--- src/sv/rarsf_pkg.sv ---
// Shared types, constants and modular helpers for the Fenwick range-add / range-sum core.
// No dependencies.
package rarsf_pkg;

    localparam int unsigned RW = 11;
    localparam int unsigned VW = 30;
    localparam logic [VW-1:0] MODP = 30'd1000000007;

    localparam logic [1:0] MS_LO_NEG = 2'd0;
    localparam logic [1:0] MS_HI_X   = 2'd1;
    localparam logic [1:0] MS_S_HI   = 2'd2;
    localparam logic [1:0] MS_S_LO   = 2'd3;

    localparam logic [1:0] MD_C1  = 2'd0;
    localparam logic [1:0] MD_C2  = 2'd1;
    localparam logic [1:0] MD_THI = 2'd2;
    localparam logic [1:0] MD_TLO = 2'd3;

    typedef struct packed {
        logic       load;
        logic       clr_step;
        logic       mul_start;
        logic [1:0] mul_sel;
        logic       mul_cap;
        logic [1:0] mul_dst;
        logic       walk_init;
        logic       walk_hi;
        logic       walk_plus1;
        logic       mem_rd;
        logic       upd_wr;
        logic       upd_hi;
        logic       q_acc;
        logic       out_load;
    } t_cmd;

    typedef struct packed {
        logic clr_last;
        logic op;
        logic nonempty;
        logic mul_done;
        logic add_end;
        logic q_end;
        logic out_free;
    } t_sts;

    function automatic logic [VW-1:0] madd(input logic [VW-1:0] a, input logic [VW-1:0] b);
        logic [VW:0] s;
        s = {1'b0, a} + {1'b0, b};
        return (s >= {1'b0, MODP}) ? VW'(s - {1'b0, MODP}) : s[VW-1:0];
    endfunction

    function automatic logic [VW-1:0] msub(input logic [VW-1:0] a, input logic [VW-1:0] b);
        logic [VW:0] s;
        s = {1'b0, a} + {1'b0, MODP} - {1'b0, b};
        return (a >= b) ? (a - b) : s[VW-1:0];
    endfunction

endpackage

--- src/sv/rarsf_ctrl.sv ---
// Controller: clearing pass, operation sequencing and tree walks.
// Depends on rarsf_pkg.
module rarsf_ctrl (
    input  logic            i_clk,
    input  logic            i_rst_n,
    input  logic            i_in_valid,
    output logic            o_in_stall,
    input  rarsf_pkg::t_sts i_sts,
    output rarsf_pkg::t_cmd o_cmd
);
    import rarsf_pkg::*;

    localparam logic [3:0] S_CLR  = 4'd0;
    localparam logic [3:0] S_IDLE = 4'd1;
    localparam logic [3:0] S_DEC  = 4'd2;
    localparam logic [3:0] S_AM1  = 4'd3;
    localparam logic [3:0] S_AM1W = 4'd4;
    localparam logic [3:0] S_AM2  = 4'd5;
    localparam logic [3:0] S_AM2W = 4'd6;
    localparam logic [3:0] S_AWI  = 4'd7;
    localparam logic [3:0] S_ARD  = 4'd8;
    localparam logic [3:0] S_AWR  = 4'd9;
    localparam logic [3:0] S_QWI  = 4'd10;
    localparam logic [3:0] S_QRD  = 4'd11;
    localparam logic [3:0] S_QAC  = 4'd12;
    localparam logic [3:0] S_QM   = 4'd13;
    localparam logic [3:0] S_QMW  = 4'd14;
    localparam logic [3:0] S_OUT  = 4'd15;

    logic [3:0] r_state;
    logic [3:0] n_state;
    logic       r_ep;
    logic       n_ep;

    assign o_in_stall = (r_state != S_IDLE);

    always_comb begin
        n_state = r_state;
        n_ep    = r_ep;
        o_cmd   = '0;
        unique case (r_state)
            S_CLR: begin
                o_cmd.clr_step = 1'b1;
                if (i_sts.clr_last) begin
                    n_state = S_IDLE;
                end
            end
            S_IDLE: begin
                if (i_in_valid) begin
                    o_cmd.load = 1'b1;
                    n_state    = S_DEC;
                end
            end
            S_DEC: begin
                n_ep = 1'b0;
                priority if (!i_sts.nonempty) begin
                    n_state = i_sts.op ? S_OUT : S_IDLE;
                end else if (i_sts.op) begin
                    n_state = S_QWI;
                end else begin
                    n_state = S_AM1;
                end
            end
            S_AM1: begin
                o_cmd.mul_start = 1'b1;
                o_cmd.mul_sel   = MS_LO_NEG;
                n_state         = S_AM1W;
            end
            S_AM1W: begin
                if (i_sts.mul_done) begin
                    o_cmd.mul_cap = 1'b1;
                    o_cmd.mul_dst = MD_C1;
                    n_state       = S_AM2;
                end
            end
            S_AM2: begin
                o_cmd.mul_start = 1'b1;
                o_cmd.mul_sel   = MS_HI_X;
                n_state         = S_AM2W;
            end
            S_AM2W: begin
                if (i_sts.mul_done) begin
                    o_cmd.mul_cap = 1'b1;
                    o_cmd.mul_dst = MD_C2;
                    n_state       = S_AWI;
                end
            end
            S_AWI: begin
                o_cmd.walk_init  = 1'b1;
                o_cmd.walk_hi    = r_ep;
                o_cmd.walk_plus1 = 1'b1;
                n_state          = S_ARD;
            end
            S_ARD: begin
                if (i_sts.add_end) begin
                    n_ep    = 1'b1;
                    n_state = r_ep ? S_IDLE : S_AWI;
                end else begin
                    o_cmd.mem_rd = 1'b1;
                    n_state      = S_AWR;
                end
            end
            S_AWR: begin
                o_cmd.upd_wr = 1'b1;
                o_cmd.upd_hi = r_ep;
                n_state      = S_ARD;
            end
            S_QWI: begin
                o_cmd.walk_init = 1'b1;
                o_cmd.walk_hi   = !r_ep;
                n_state         = S_QRD;
            end
            S_QRD: begin
                if (i_sts.q_end) begin
                    n_state = S_QM;
                end else begin
                    o_cmd.mem_rd = 1'b1;
                    n_state      = S_QAC;
                end
            end
            S_QAC: begin
                o_cmd.q_acc = 1'b1;
                n_state     = S_QRD;
            end
            S_QM: begin
                o_cmd.mul_start = 1'b1;
                o_cmd.mul_sel   = r_ep ? MS_S_LO : MS_S_HI;
                n_state         = S_QMW;
            end
            S_QMW: begin
                if (i_sts.mul_done) begin
                    o_cmd.mul_cap = 1'b1;
                    o_cmd.mul_dst = r_ep ? MD_TLO : MD_THI;
                    n_ep          = 1'b1;
                    n_state       = r_ep ? S_OUT : S_QWI;
                end
            end
            default: begin
                if (i_sts.out_free) begin
                    o_cmd.out_load = 1'b1;
                    n_state        = S_IDLE;
                end
            end
        endcase
    end

    always_ff @(posedge i_clk) begin
        if (!i_rst_n) begin
            r_state <= S_CLR;
            r_ep    <= 1'b0;
        end else begin
            r_state <= n_state;
            r_ep    <= n_ep;
        end
    end

endmodule

--- config.mk ---
export PLATFORM = sky130hd
export DESIGN_NAME = rarsf_ctrl
export DESIGN_NICKNAME = d
export VERILOG_FILES = /design/src/sv/rarsf_pkg.sv /design/src/sv/rarsf_ctrl.sv
export SDC_FILE = /design/constraint.sdc
export NUM_CORES = 1
export LEC_CHECK = 0
export ABC_AREA = 1
export ABC_CLOCK_PERIOD_IN_PS = 2800
export BUFFER_PORTS_ARGS = -buffer_cell sky130_fd_sc_hd__buf_2
export CAP_MARGIN = 20
export CELL_PAD_IN_SITES_DETAIL_PLACEMENT = 2
export CELL_PAD_IN_SITES_GLOBAL_PLACEMENT = 2
export CORE_AREA = 5 5 60 62
export CTS_CLUSTER_DIAMETER = 60
export DETAILED_ROUTE_END_ITERATION = 10
export DIE_AREA = 0 0 65 67
export HOLD_SLACK_MARGIN = 0.1
export PLACE_DENSITY = 0.92
export SLEW_MARGIN = 20
export SYNTH_ARGS = -nofsm -noshare
export SYNTH_HDL_FRONTEND = slang
export SYNTH_SLANG_ARGS = --single-unit
--- constraint.sdc ---
create_clock -name i_clk -period 2.8 [get_ports i_clk]
set_input_delay 0.56 -clock i_clk [delete_from_list [all_inputs] [get_ports i_clk]]
set_output_delay 0.56 -clock i_clk [all_outputs]
set_load 0.05 [all_outputs]
Word level (Yosys, flattened, before mapping). Index checks and enable logic that the tools add are counted.

Flip-flop bits (word level): 5. Latch bits: 0. Bits in writable memories: 0. ROM bits: 0. Output and inout bits: 17. Word-level logic and storage cells: 67. Memories: 0.

$add $sub $neg: 0. Multipliers: 0. Div/mod/pow operators: 0. Order comparisons: 0. Equal/unequal tests: 21. Shift operators: 0. Mux-type cells: 35. Bitwise operators: 0. Reductions and logical operators: 9.

Operator list (count): $pmux 4 s13 (1); $mux 4 (10); $eq 4x4->1 const B (7); $pmux 3 s3 (2); $eq 4x3->1 const B (4); $mux 3 (5); $reduce_or 15->1 (1); $reduce_bool 14->1 (1); $mux 1 (13); $ne 2x2->1 const B (6); $eq 4x2->1 const B (2); $reduce_and 6->1 (1); $eq 4x1->1 const B (1); $logic_not 4->1 (1); $ne 4x1->1 const B (1); $pmux 2 s2 (1); $reduce_or 2->1 (2); $pmux 1 s3 (1); $reduce_and 3->1 (1); $reduce_bool 3->1 (1); $mux 2 (1); $pmux 1 s2 (1); $logic_not 1->1 (1).

Depth between registers and ports, before layout. Gate-level depths: netlist (run 1).

Word-level depth: 4. Gate-level depth with buffers: 9.

Least setup slack after synthesis (run 1). Ideal clock, no wire load.

Kind: register to output. Start point: register r_state[2]. End point: output port o_cmd[8] in the netlist's numbering. Arrival time: 2417 ps. Data required time: 2240 ps. Setup slack: -177 ps. Cell stages (with the launch flop): 6. Cell sequence: dfxtp_1 inv_2 nor2_4 nand2_2 a21oi_1 a21boi_1.

RTL lines: start: declaration (RTL line rarsf_ctrl.sv:30) `logic [3:0] r_state;`; start signal: assignment (RTL line rarsf_ctrl.sv:152) `r_state <= n_state;`; end: declaration (RTL line rarsf_ctrl.sv:9) `output rarsf_pkg::t_cmd o_cmd`.

==> flow_summary.ini, run 1 <==
[global_routing]
grt_max_degree = 8
overflow = 0
grt_pass1_wl_mm = 4.83
grtUsageTotal_pct = 14.7
antenna_found_initial = 0
first_global_vias = 1037

[hold_path]
min_to = r_state[1]
hold_start = i_rst_n
hold_class = in -> reg
min_path_cells = 3

[clocking]
root_buffer = clkbuf_4
holdBufCountCts = 0
cts_max_level = 1
cts_buffers = 3
cts_tree = built
clk_pin_slew_ns = 0.06
clockBufferDepth = 2
cts_resized = 0
cts.sinks = 5
cts_setup_buffers = 0
worstSkewPairLatency_ns = 0.27

[critical_path]
max_stage_delay_ns = 0.38
cp_max_fo = 7
crit_chain = nor2_1 > nand2_1 > nor2_1 > inv_1 > o21ai_0 > buf_2
r2r-end = r_state[3]
ff2ff_path_depth = 9
cp-end-kind = primary output
arrival_ns = 1.76
r2r_slack_ns = 1.31
cp_common_cell = nor2_1
critPathKind = reg -> out
r2r-start = r_state[2]
critPathRequiredTime_ns = 2.24
slowest_stage = dfxtp_1
path_delay_family = simple AND/OR/NAND/NOR gates
start_kind = register
path_buf_inv = 2

[synthesis]
yosys.area_share.xor_xnor_pct = 0
synthTopCellsByCount = 49 x nand2_1, 32 x nor2_1, 12 x inv_1, 6 x inv_2, 6 x nand3_1
synth_top_area_cell = nand2_1
synth_top_area_share_pct = 29.2
synth_nets = 140
synth_area_leaders = nand2_1 29%, nor2_1 19%, dfxtp_1 16%
synth_edf_count = 0
async_flop_share_pct = 0
synthMuxAreaShare_pct = 0
synth.cell_area_um2 = 631
avgSynthCellArea_um2 = 4.85
synth_top_family_by_area = simple AND/OR/NAND/NOR gates
synthFlopType = dfxtp_1
synth_warnings = 0
yosysSeqAreaShare_pct = 15.9
synth_seq_cells = 5
synth_compound_area_share_pct = 7.94
ys_types = 16
yosys.area_share.simple_pct = 65.5
synthCells = 130
synth_most_common_cell = nand2_1
synthAdderAreaFrac_pct = 0

[timing]
holdWs_ns = 0.576
fmax_mhz = 430
fin_ws_ns = 0.475
period_minus_slack_ns = 2.32
grt_setup_unrepaired = no
tightest_slew_ns = 0.391
fin_skew_ns = 0.00810
report.final.slew_viol_count = 0
hold_violations = 0
final.setup.tns_ns = 0
setup_viol = 0
slew_headroom_pct = 73.8
fin_crit_sh_pct = 83.0

[placement]
place_ws_ns = 0.739
dp_hpwl_mm = 2.53
place_inst = 189
port_buffers = 26
gp_congestion = 0.857

[drt]
dr.pass1.iters = 4
wl_mm = 2.94
avgRoutedWirePerCell_um = 15.2
drtAntennaViolNets = 0
vias = 907
post_drt_via_cell_ratio = 4.70
drc = 0
dr.first_iter.drc_count = 15

[floorplan]
fp.coreArea_mm2 = 0.00298
chipHeight_um = 67
initial_utilization_pct = 21.2
rows = 20
dieArea_mm2 = 0.00436
die_w_um = 65
io-pin-count = 27

[final_layout]
nNetsFinal = 171
multi_input_area_um2 = 467
drive_gt1_share_pct = 28.7
area_growth_pct = 32.1
ff_latch_area_um2 = 100
num_antenna_cells = 0
fillCellCount = 401
final_cells = 193

[pwr]
power_uw = 801
ir_drop_uv = 275
p_leak_nw = 0.527
powerDensity_mw_per_mm2 = 961

[flow_run]
maxCapViolCount = 0

[outcome]
status = finished clean
==> worst max-delay path by stage <==
stage / start / end / slack (ns) / cells after the start
after detailed placement: r_state[1] / o_cmd[4] / 0.74 / 6
after CTS: r_state[1] / o_cmd[4] / 0.44 / 6
final: r_state[1] / o_cmd[4] / 0.48 / 6
after global placement: r_state[0] / o_cmd[8] / 0.84 / 5
after floorplan: r_state[2] / o_cmd[8] / 0.08 / 5
after global routing: r_state[1] / o_cmd[4] / 0.33 / 6
==> worst register-to-register path: stages (launching register included) <==
cell and delay [ns]:
dfxtp_1 0.54, inv_2 0.12, nor2_4 0.14, nand2_2 0.09, nand2_1 0.08, nand2_1 0.10
nand2_2 0.16, nand2_1 0.07, nand2_1 0.06, nor2_1 0.04
==> stage by stage <==
stage | cell area, um^2 | util, %
6_report | 833 | 28.0
5_1_grt | 833 | 28.0
4_1_cts | 833 | 28.0
3_5_place_dp | 806 | 27.1
3_3_place_gp | 806 | 27.1
2_1_floorplan | 634 | -
==> flip-flops by register name (all words and copies together) (netlist names) <==
register / count
r_ep: 1
r_state: 4
==> layout by cell type (no fill, tap or decap) <==
cell,instances
nand3b_1,1
buf_2,26
inv_1,12
nor2_4,2
nand2_1,49
o211ai_1,1
clkinv_2,1
nand3_1,6
a21oi_1,4
a21boi_2,1
inv_2,6
nor2_2,3
dfxtp_1,5
clkbuf_4,3
nor2_1,32
o21ai_1,1
nor3_1,1
o21ai_0,2
nand2_2,4
==> where the power goes <==
group	switching (mW)	internal [mW]	total, mW
registers	0.0527	0.0967	0.149
logic	0.414	0.143	0.556
clock network	0.0428	0.0525	0.0953
total	0.509	0.292	0.801
==> layout make-up <==
type / count / area share [%]
tap: 33 / 4.95
sequential: 5 / 12.0
inverter: 18 / 8.11
timing repair buffer: 26 / 15.6
clock inverter: 1 / 0.601
multi-input combinational: 107 / 56.0
clock buffer: 3 / 2.70
==> per-layer routing <==
metal  global-route usage [%]  share of wire (%)  vias to the layer above
met3                     3.71                4.9                        4
met4                     3.17                1.3                        0
met5                        0                  0                        -
met2                     29.1                 53                       18
li1                         -                  -                      452
met1                     15.3                 40                      433
==> kinds of logic after synthesis <==
logic type | count (synthesis)
AO/OA/AOI/OAI | 9
flip-flops | 5
AND/OR/NAND/NOR | 98
buffers and inverters | 18
(Power assumes the default switching activity.)
==> run 2: changes to the inputs <==
ABC_AREA = 0   (was 1)
ABC_CLOCK_PERIOD_IN_PS = 2100   (was 2800)
CORE_AREA = 5 5 63 65   (was 5 5 60 62)
DIE_AREA = 0 0 68 70   (was 0 0 65 67)
PLACE_DENSITY = 0.83   (was 0.92)
clock period = 2.1 ns   (was 2.8 ns; I/O delays follow)
==> run 2 against run 1 <==
  * Combinational power grew 58%
  * Clock skew shrank 0.0076 ns
  * Core utilization grew 1.0 points
  * Register-to-register slack lost 1.0 ns
  * Hold slack lost 0.12 ns
  * Via count shrank 2.1%
  * Worst setup slack lost 0.36 ns
  * Flip-flop and latch count is the same
  * Final area grew 14%
  * Largest cell class unchanged
  * Power grew 48%
  * Critical path type unchanged
  * Synthesized cell count shrank 22%
  * Largest power group unchanged
==> flow_summary.ini, run 2 <==
[outcome]
status = finished clean

[placement]
port_buffers = 26
place_inst = 173
gp_congestion = 0.812
dp_hpwl_mm = 2.31

[critical_path]
r2r-start = r_state[0]
cp_common_cell = nor2_1
cp_max_fo = 9
path_delay_family = buffers and inverters
slowest_stage = dfxtp_2
max_stage_delay_ns = 0.36
crit_start = r_state[0]
r2r_slack_ns = 0.30
arrival_ns = 1.56
endpoint = o_cmd[6]
critPathKind = reg -> out
cp-end-kind = primary output
start_kind = register
path_depth = 5
ff2ff_path_depth = 5
path_buf_inv = 2
r2r-end = r_state[3]
critPathRequiredTime_ns = 1.68
crit_chain = buf_4 > nor2_1 > a22oi_1 > nor2_1 > buf_2

[synthesis]
synth_edf_count = 0
yosys.area_share.xor_xnor_pct = 1.25
synth_most_common_cell = nor2_1
async_flop_share_pct = 0
synth_nets = 112
synth_top_area_cell = dfxtp_1
synth_compound_area_share_pct = 36.3
yosys.area_share.simple_pct = 35.8
synthCells = 102
ys_types = 46
synth_area_leaders = dfxtp_1 14%, nor2_1 9.1%, a21oi_1 4.3%
synthMuxAreaShare_pct = 3.56
synthAdderAreaFrac_pct = 0
synthFlopType = dfxtp_1
synth_seq_cells = 5
synth.cell_area_um2 = 703
synth_top_family_by_area = compound AO/OA/AOI/OAI gates
synth_top_area_share_pct = 14.2
synth_warnings = 0
avgSynthCellArea_um2 = 6.89
synthTopCellsByCount = 17 x nor2_1, 7 x nand2_1, 6 x a21oi_1
yosysSeqAreaShare_pct = 14.2

[clocking]
cts_buffers = 3
clk_pin_slew_ns = 0.05
cts_tree = built
cts.sinks = 5
cts_max_level = 1
holdBufCountCts = 0
worstSkewPairLatency_ns = 0.24
clockBufferDepth = 2
root_buffer = clkbuf_4
cts_resized = 0
cts_setup_buffers = 0

[final_layout]
regMostFlops = r_state
largest_reg_flops = 4
fin_util_pct = 29.0
num_antenna_cells = 0
final_cells = 177
mostFrequentLayoutCells = 26 x buf_2, 17 x nor2_1, 8 x buf_4
nNetsFinal = 142
reg_top3 = r_state x4, r_ep x1
drive_gt1_share_pct = 38.2
final_common_cell = buf_2
area_growth_pct = 35.6

[timing]
fin_skew_ns = 0.000535
setup_viol = 0
slew_headroom_pct = 59.0
tightest_slew_ns = 0.599
holdWs_ns = 0.460
fin_crit_sh_pct = 94.4
hold_violations = 0
grt_setup_unrepaired = no
report.final.slew_viol_count = 0
period_minus_slack_ns = 1.98
fmax_mhz = 504

[floorplan]
chipHeight_um = 70
initial_utilization_pct = 21.4
rows = 21
die_w_um = 68
fp.coreArea_mm2 = 0.00328
dieArea_mm2 = 0.00476
io-pin-count = 27

[flow_run]
maxCapViolCount = 0

[pwr]
ir_drop_uv = 245
p_leak_nw = 0.431
powerDensity_mw_per_mm2 = 1240

[drt]
drtAntennaViolNets = 0
avgRoutedWirePerCell_um = 16.8
drc = 0
post_drt_via_cell_ratio = 5.02
wl_mm = 2.97
dr.first_iter.drc_count = 40
vias = 888
dr.pass1.iters = 4

[global_routing]
grt_pass1_wl_mm = 4.76
grt_max_degree = 19
antenna_found_initial = 0
first_global_vias = 922
grtUsageTotal_pct = 12.6
overflow = 0

[hold_path]
hold_class = in -> reg
[run 2: cell count changes after synthesis, sizes merged, moves of 3 or more]
| cell | change |
|---|---|
| inv | -15 |
| a211oi | +3 |
| buf | +6 |
| clkbuf | +3 |
| o22ai | +3 |
| and3 | +3 |
| nand3 | -3 |
| nor2 | -20 |
| nand2 | -46 |
[run 2: worst min-delay path by stage]
stage | from | endpoint | slack (ns) | cells past startpoint
after floorplan | i_rst_n | r_state[2] | 0.55 | 2
after global placement | r_ep | r_ep | 0.63 | 2
after detailed placement | r_ep | r_ep | 0.68 | 2
after CTS | i_rst_n | r_state[0] | 0.46 | 2
after global routing | i_rst_n | r_state[0] | 0.46 | 2
final | i_rst_n | r_state[0] | 0.46 | 2
[run 2: cell families (layout without fill, tap and decap cells)]
kind of cell / after synthesis / in the layout
AND/OR/NAND/NOR: 46 / 46
AO/OA/AOI/OAI: 35 / 35
buffers and inverters: 13 / 42
flip-flops: 5 / 5
multiplexers: 2 / 2
XOR/XNOR: 1 / 1
[run 2: per-layer routing]
metal  up-vias  GRT usage [%]  share of wire, %
met3         2           1.44               5.9
met5         -              0                 0
met1       427           17.0                46
li1        435              -                 -
met4         0           4.19              0.71
met2        24           20.4                48
[run 2: worst reg2reg max path, delay by kind of cell (launching register included)]
| family | cells | cell delay (ns) |
|---|---|---|
| AO/OA/AOI/OAI | 3 | 1.03 |
| buffers and inverters | 1 | 0.20 |
| flip-flops | 1 | 0.40 |
| AND/OR/NAND/NOR | 1 | 0.11 |
[run 2: power by group]
| part | switching [mW] | internal, mW |
|---|---|---|
| combinational | 0.572 | 0.309 |
| clock | 0.0443 | 0.0722 |
| sequential | 0.0593 | 0.125 |
[run 2: cell type report]
class                   count  area (um^2)
flip-flops and latches      5          103
fillers                   408         2330
inverters                   4         15.0
multi-input cells          84          562
clock buffers               4         26.3
repair buffers             34          190
well taps                  46         57.6
[run 2: stage by stage]
stage / power, mW / setup slack [ns] / instance area, um^2 / setup TNS (ns)
5_1_grt: 1.27 / 0.0151 / 953 / 0
3_5_place_dp: 1.05 / 0.241 / 925 / 0
3_3_place_gp: 1.01 / 0.329 / 925 / 0
2_1_floorplan: 0.822 / -0.0893 / 724 / -0.0944
6_report: 1.18 / 0.118 / 953 / 0
4_1_cts: 1.18 / 0.0239 / 951 / 0
==> run 3: changes to the inputs <==
ABC_CLOCK_PERIOD_IN_PS = 1900   (was 2100)
BUFFER_PORTS_ARGS = default   (was -buffer_cell sky130_fd_sc_hd__buf_2)
CAP_MARGIN = default   (was 20)
CORE_AREA = 5 5 54 56   (was 5 5 63 65)
DIE_AREA = 0 0 59 61   (was 0 0 68 70)
DONT_BUFFER_PORTS = 1   (was default)
PLACE_DENSITY = 0.85   (was 0.83)
clock period = 1.9 ns   (was 2.1 ns; I/O delays follow)
==> run 3 against run 2 <==
  * Power increased by 33%
  * Via count rose by 9.9%
  * Routed wire length increased by 20%
  * Worst setup slack worse by 0.062 ns
  * Global-route usage increased by 8.2 points
  * Combinational power rose by 34%
  * Core utilization increased by 20 points
  * Sequential power rose by 36%
  * Critical path type unchanged
  * First-iteration DRC count shrank 53%
==> flow_summary.ini, run 3 (synthesis results as in run 2) <==
[global_routing]
antenna_found_initial = 0
overflow = 0
grt_pass1_wl_mm = 5.49
grtUsageTotal_pct = 20.8
grt_max_degree = 14
first_global_vias = 1032

[drt]
drc = 0
wl_mm = 3.55
dr.pass1.iters = 5
post_drt_via_cell_ratio = 6.14
dr.first_iter.drc_count = 19
vias = 976
drtAntennaViolNets = 0
avgRoutedWirePerCell_um = 22.3

[timing]
hold_violations = 0
fin_crit_sh_pct = 97.1
fin_ws_ns = 0.0555
final.setup.tns_ns = 0
tightest_slew_ns = 0.399
grt_setup_unrepaired = yes
slew_headroom_pct = 72.7
fmax_mhz = 542
report.final.slew_viol_count = 0
holdWs_ns = 0.238
period_minus_slack_ns = 1.84
setup_viol = 0
fin_skew_ns = 0.00705

[final_layout]
drive_gt1_share_pct = 49.6
largest_reg_flops = 4
multi_input_area_um2 = 608
nNetsFinal = 140
reg_top3 = r_state x4, r_ep x1
mostFrequentLayoutCells = 21 x buf_4, 10 x buf_12, 9 x nor2_2
fillCellCount = 255
area_growth_pct = 65.8
finish.instance_area_mm2 = 0.00117
regMostFlops = r_state
fin_util_pct = 48.8
ff_latch_area_um2 = 113
final_common_cell = buf_4
final_cells = 159
num_antenna_cells = 0

[pwr]
p_seq_share_pct = 16.0
p_switching_uw = 854
p_leak_nw = 0.464
powerDensity_mw_per_mm2 = 1340
swShare_pct = 54.5
p_clk_share_pct = 8.7
internal-power_uw = 713
power_mw = 1.57
ir_drop_uv = 669
combPwrFrac_pct = 75.3

[clocking]
clockBufferDepth = 2
root_buffer = clkbuf_4
cts.sinks = 5
worstSkewPairLatency_ns = 0.26
holdBufCountCts = 0
cts_tree = built
clk_pin_slew_ns = 0.05
cts_buffers = 3
cts_max_level = 1

[floorplan]
die_w_um = 59
initial_utilization_pct = 29.5
fp.coreArea_mm2 = 0.00239
chipHeight_um = 61
rows = 18
io-pin-count = 27
dieArea_mm2 = 0.00360

[placement]
port_buffers = 0
placed_area_mm2 = 0.00107
gp_congestion = 0.846
place_inst = 149
place_ws_ns = 0.0992
dp_hpwl_mm = 2.68

[hold_path]
min_path_cells = 1
hold_class = in -> reg
hold_start = i_rst_n

[critical_path]
start_kind = register
cp-end-kind = primary output
ff2ff_path_depth = 5
r2r-start = r_state[0]
cp_max_fo = 11
r2r_slack_ns = 0.10
critPathRequiredTime_ns = 1.52
crit_start = r_state[0]
arrival_ns = 1.46
critPathKind = reg -> out

[flow_run]
maxCapViolCount = 0

[outcome]
status = finished clean
-- run 3: cell count changes in the layout (fill, tap and decap cells not counted), moves of 2 or more --
cell,change
buf_2,-25
dfxtp_4,+3
dfxtp_1,-2
nor2_2,+9
nor2_1,-10
buf_4,+13
buf_12,+10
-- run 3: worst paths after layout --
check | to
max | o_cmd[4]
max reg2reg | r_state[3]
min reg2reg | r_state[2]
min | r_state[0]
-- run 3: per-layer routing --
layer,share of wire [%],GRT usage (%)
met1,38,22.5
met2,55,41.5
met5,0,0
met4,1.7,5.83
met3,4.8,2.98
-- run 3: critical path, stage by stage, from the launching register on --
cell	delay [ns]
dfxtp_4	0.39
or3_1	0.35
o21ai_1	0.07
and3b_2	0.24
buf_12	0.14
-- run 3: cell type report --
cell class / count / share of cell area, %
Tap cell: 30 / 3.22
Clock buffer: 4 / 2.25
Sequential cell: 5 / 9.66
Inverter: 4 / 1.61
Multi-Input combinational cell: 84 / 52.1
Timing Repair Buffer: 32 / 31.1
-- run 3: repair_timing --
| item | in CTS | in global routing |
|---|---|---|
| setup endpoints to repair | 11 | 8 |
| setup buffers | 4 | 3 |
| gates resized for setup | 8 | 9 |
| pin swaps | 2 | 2 |
-- run 3: power groups by stage --
stage	registers [mW]	clock network [mW]	logic, mW
final	0.251	0.136	1.18
after global routing	0.258	0.147	1.26
after CTS	0.215	0.139	1.16
after detailed placement	0.209	0	1.10
after global placement	0.202	0	1.04
after floorplan	0.150	0	0.790
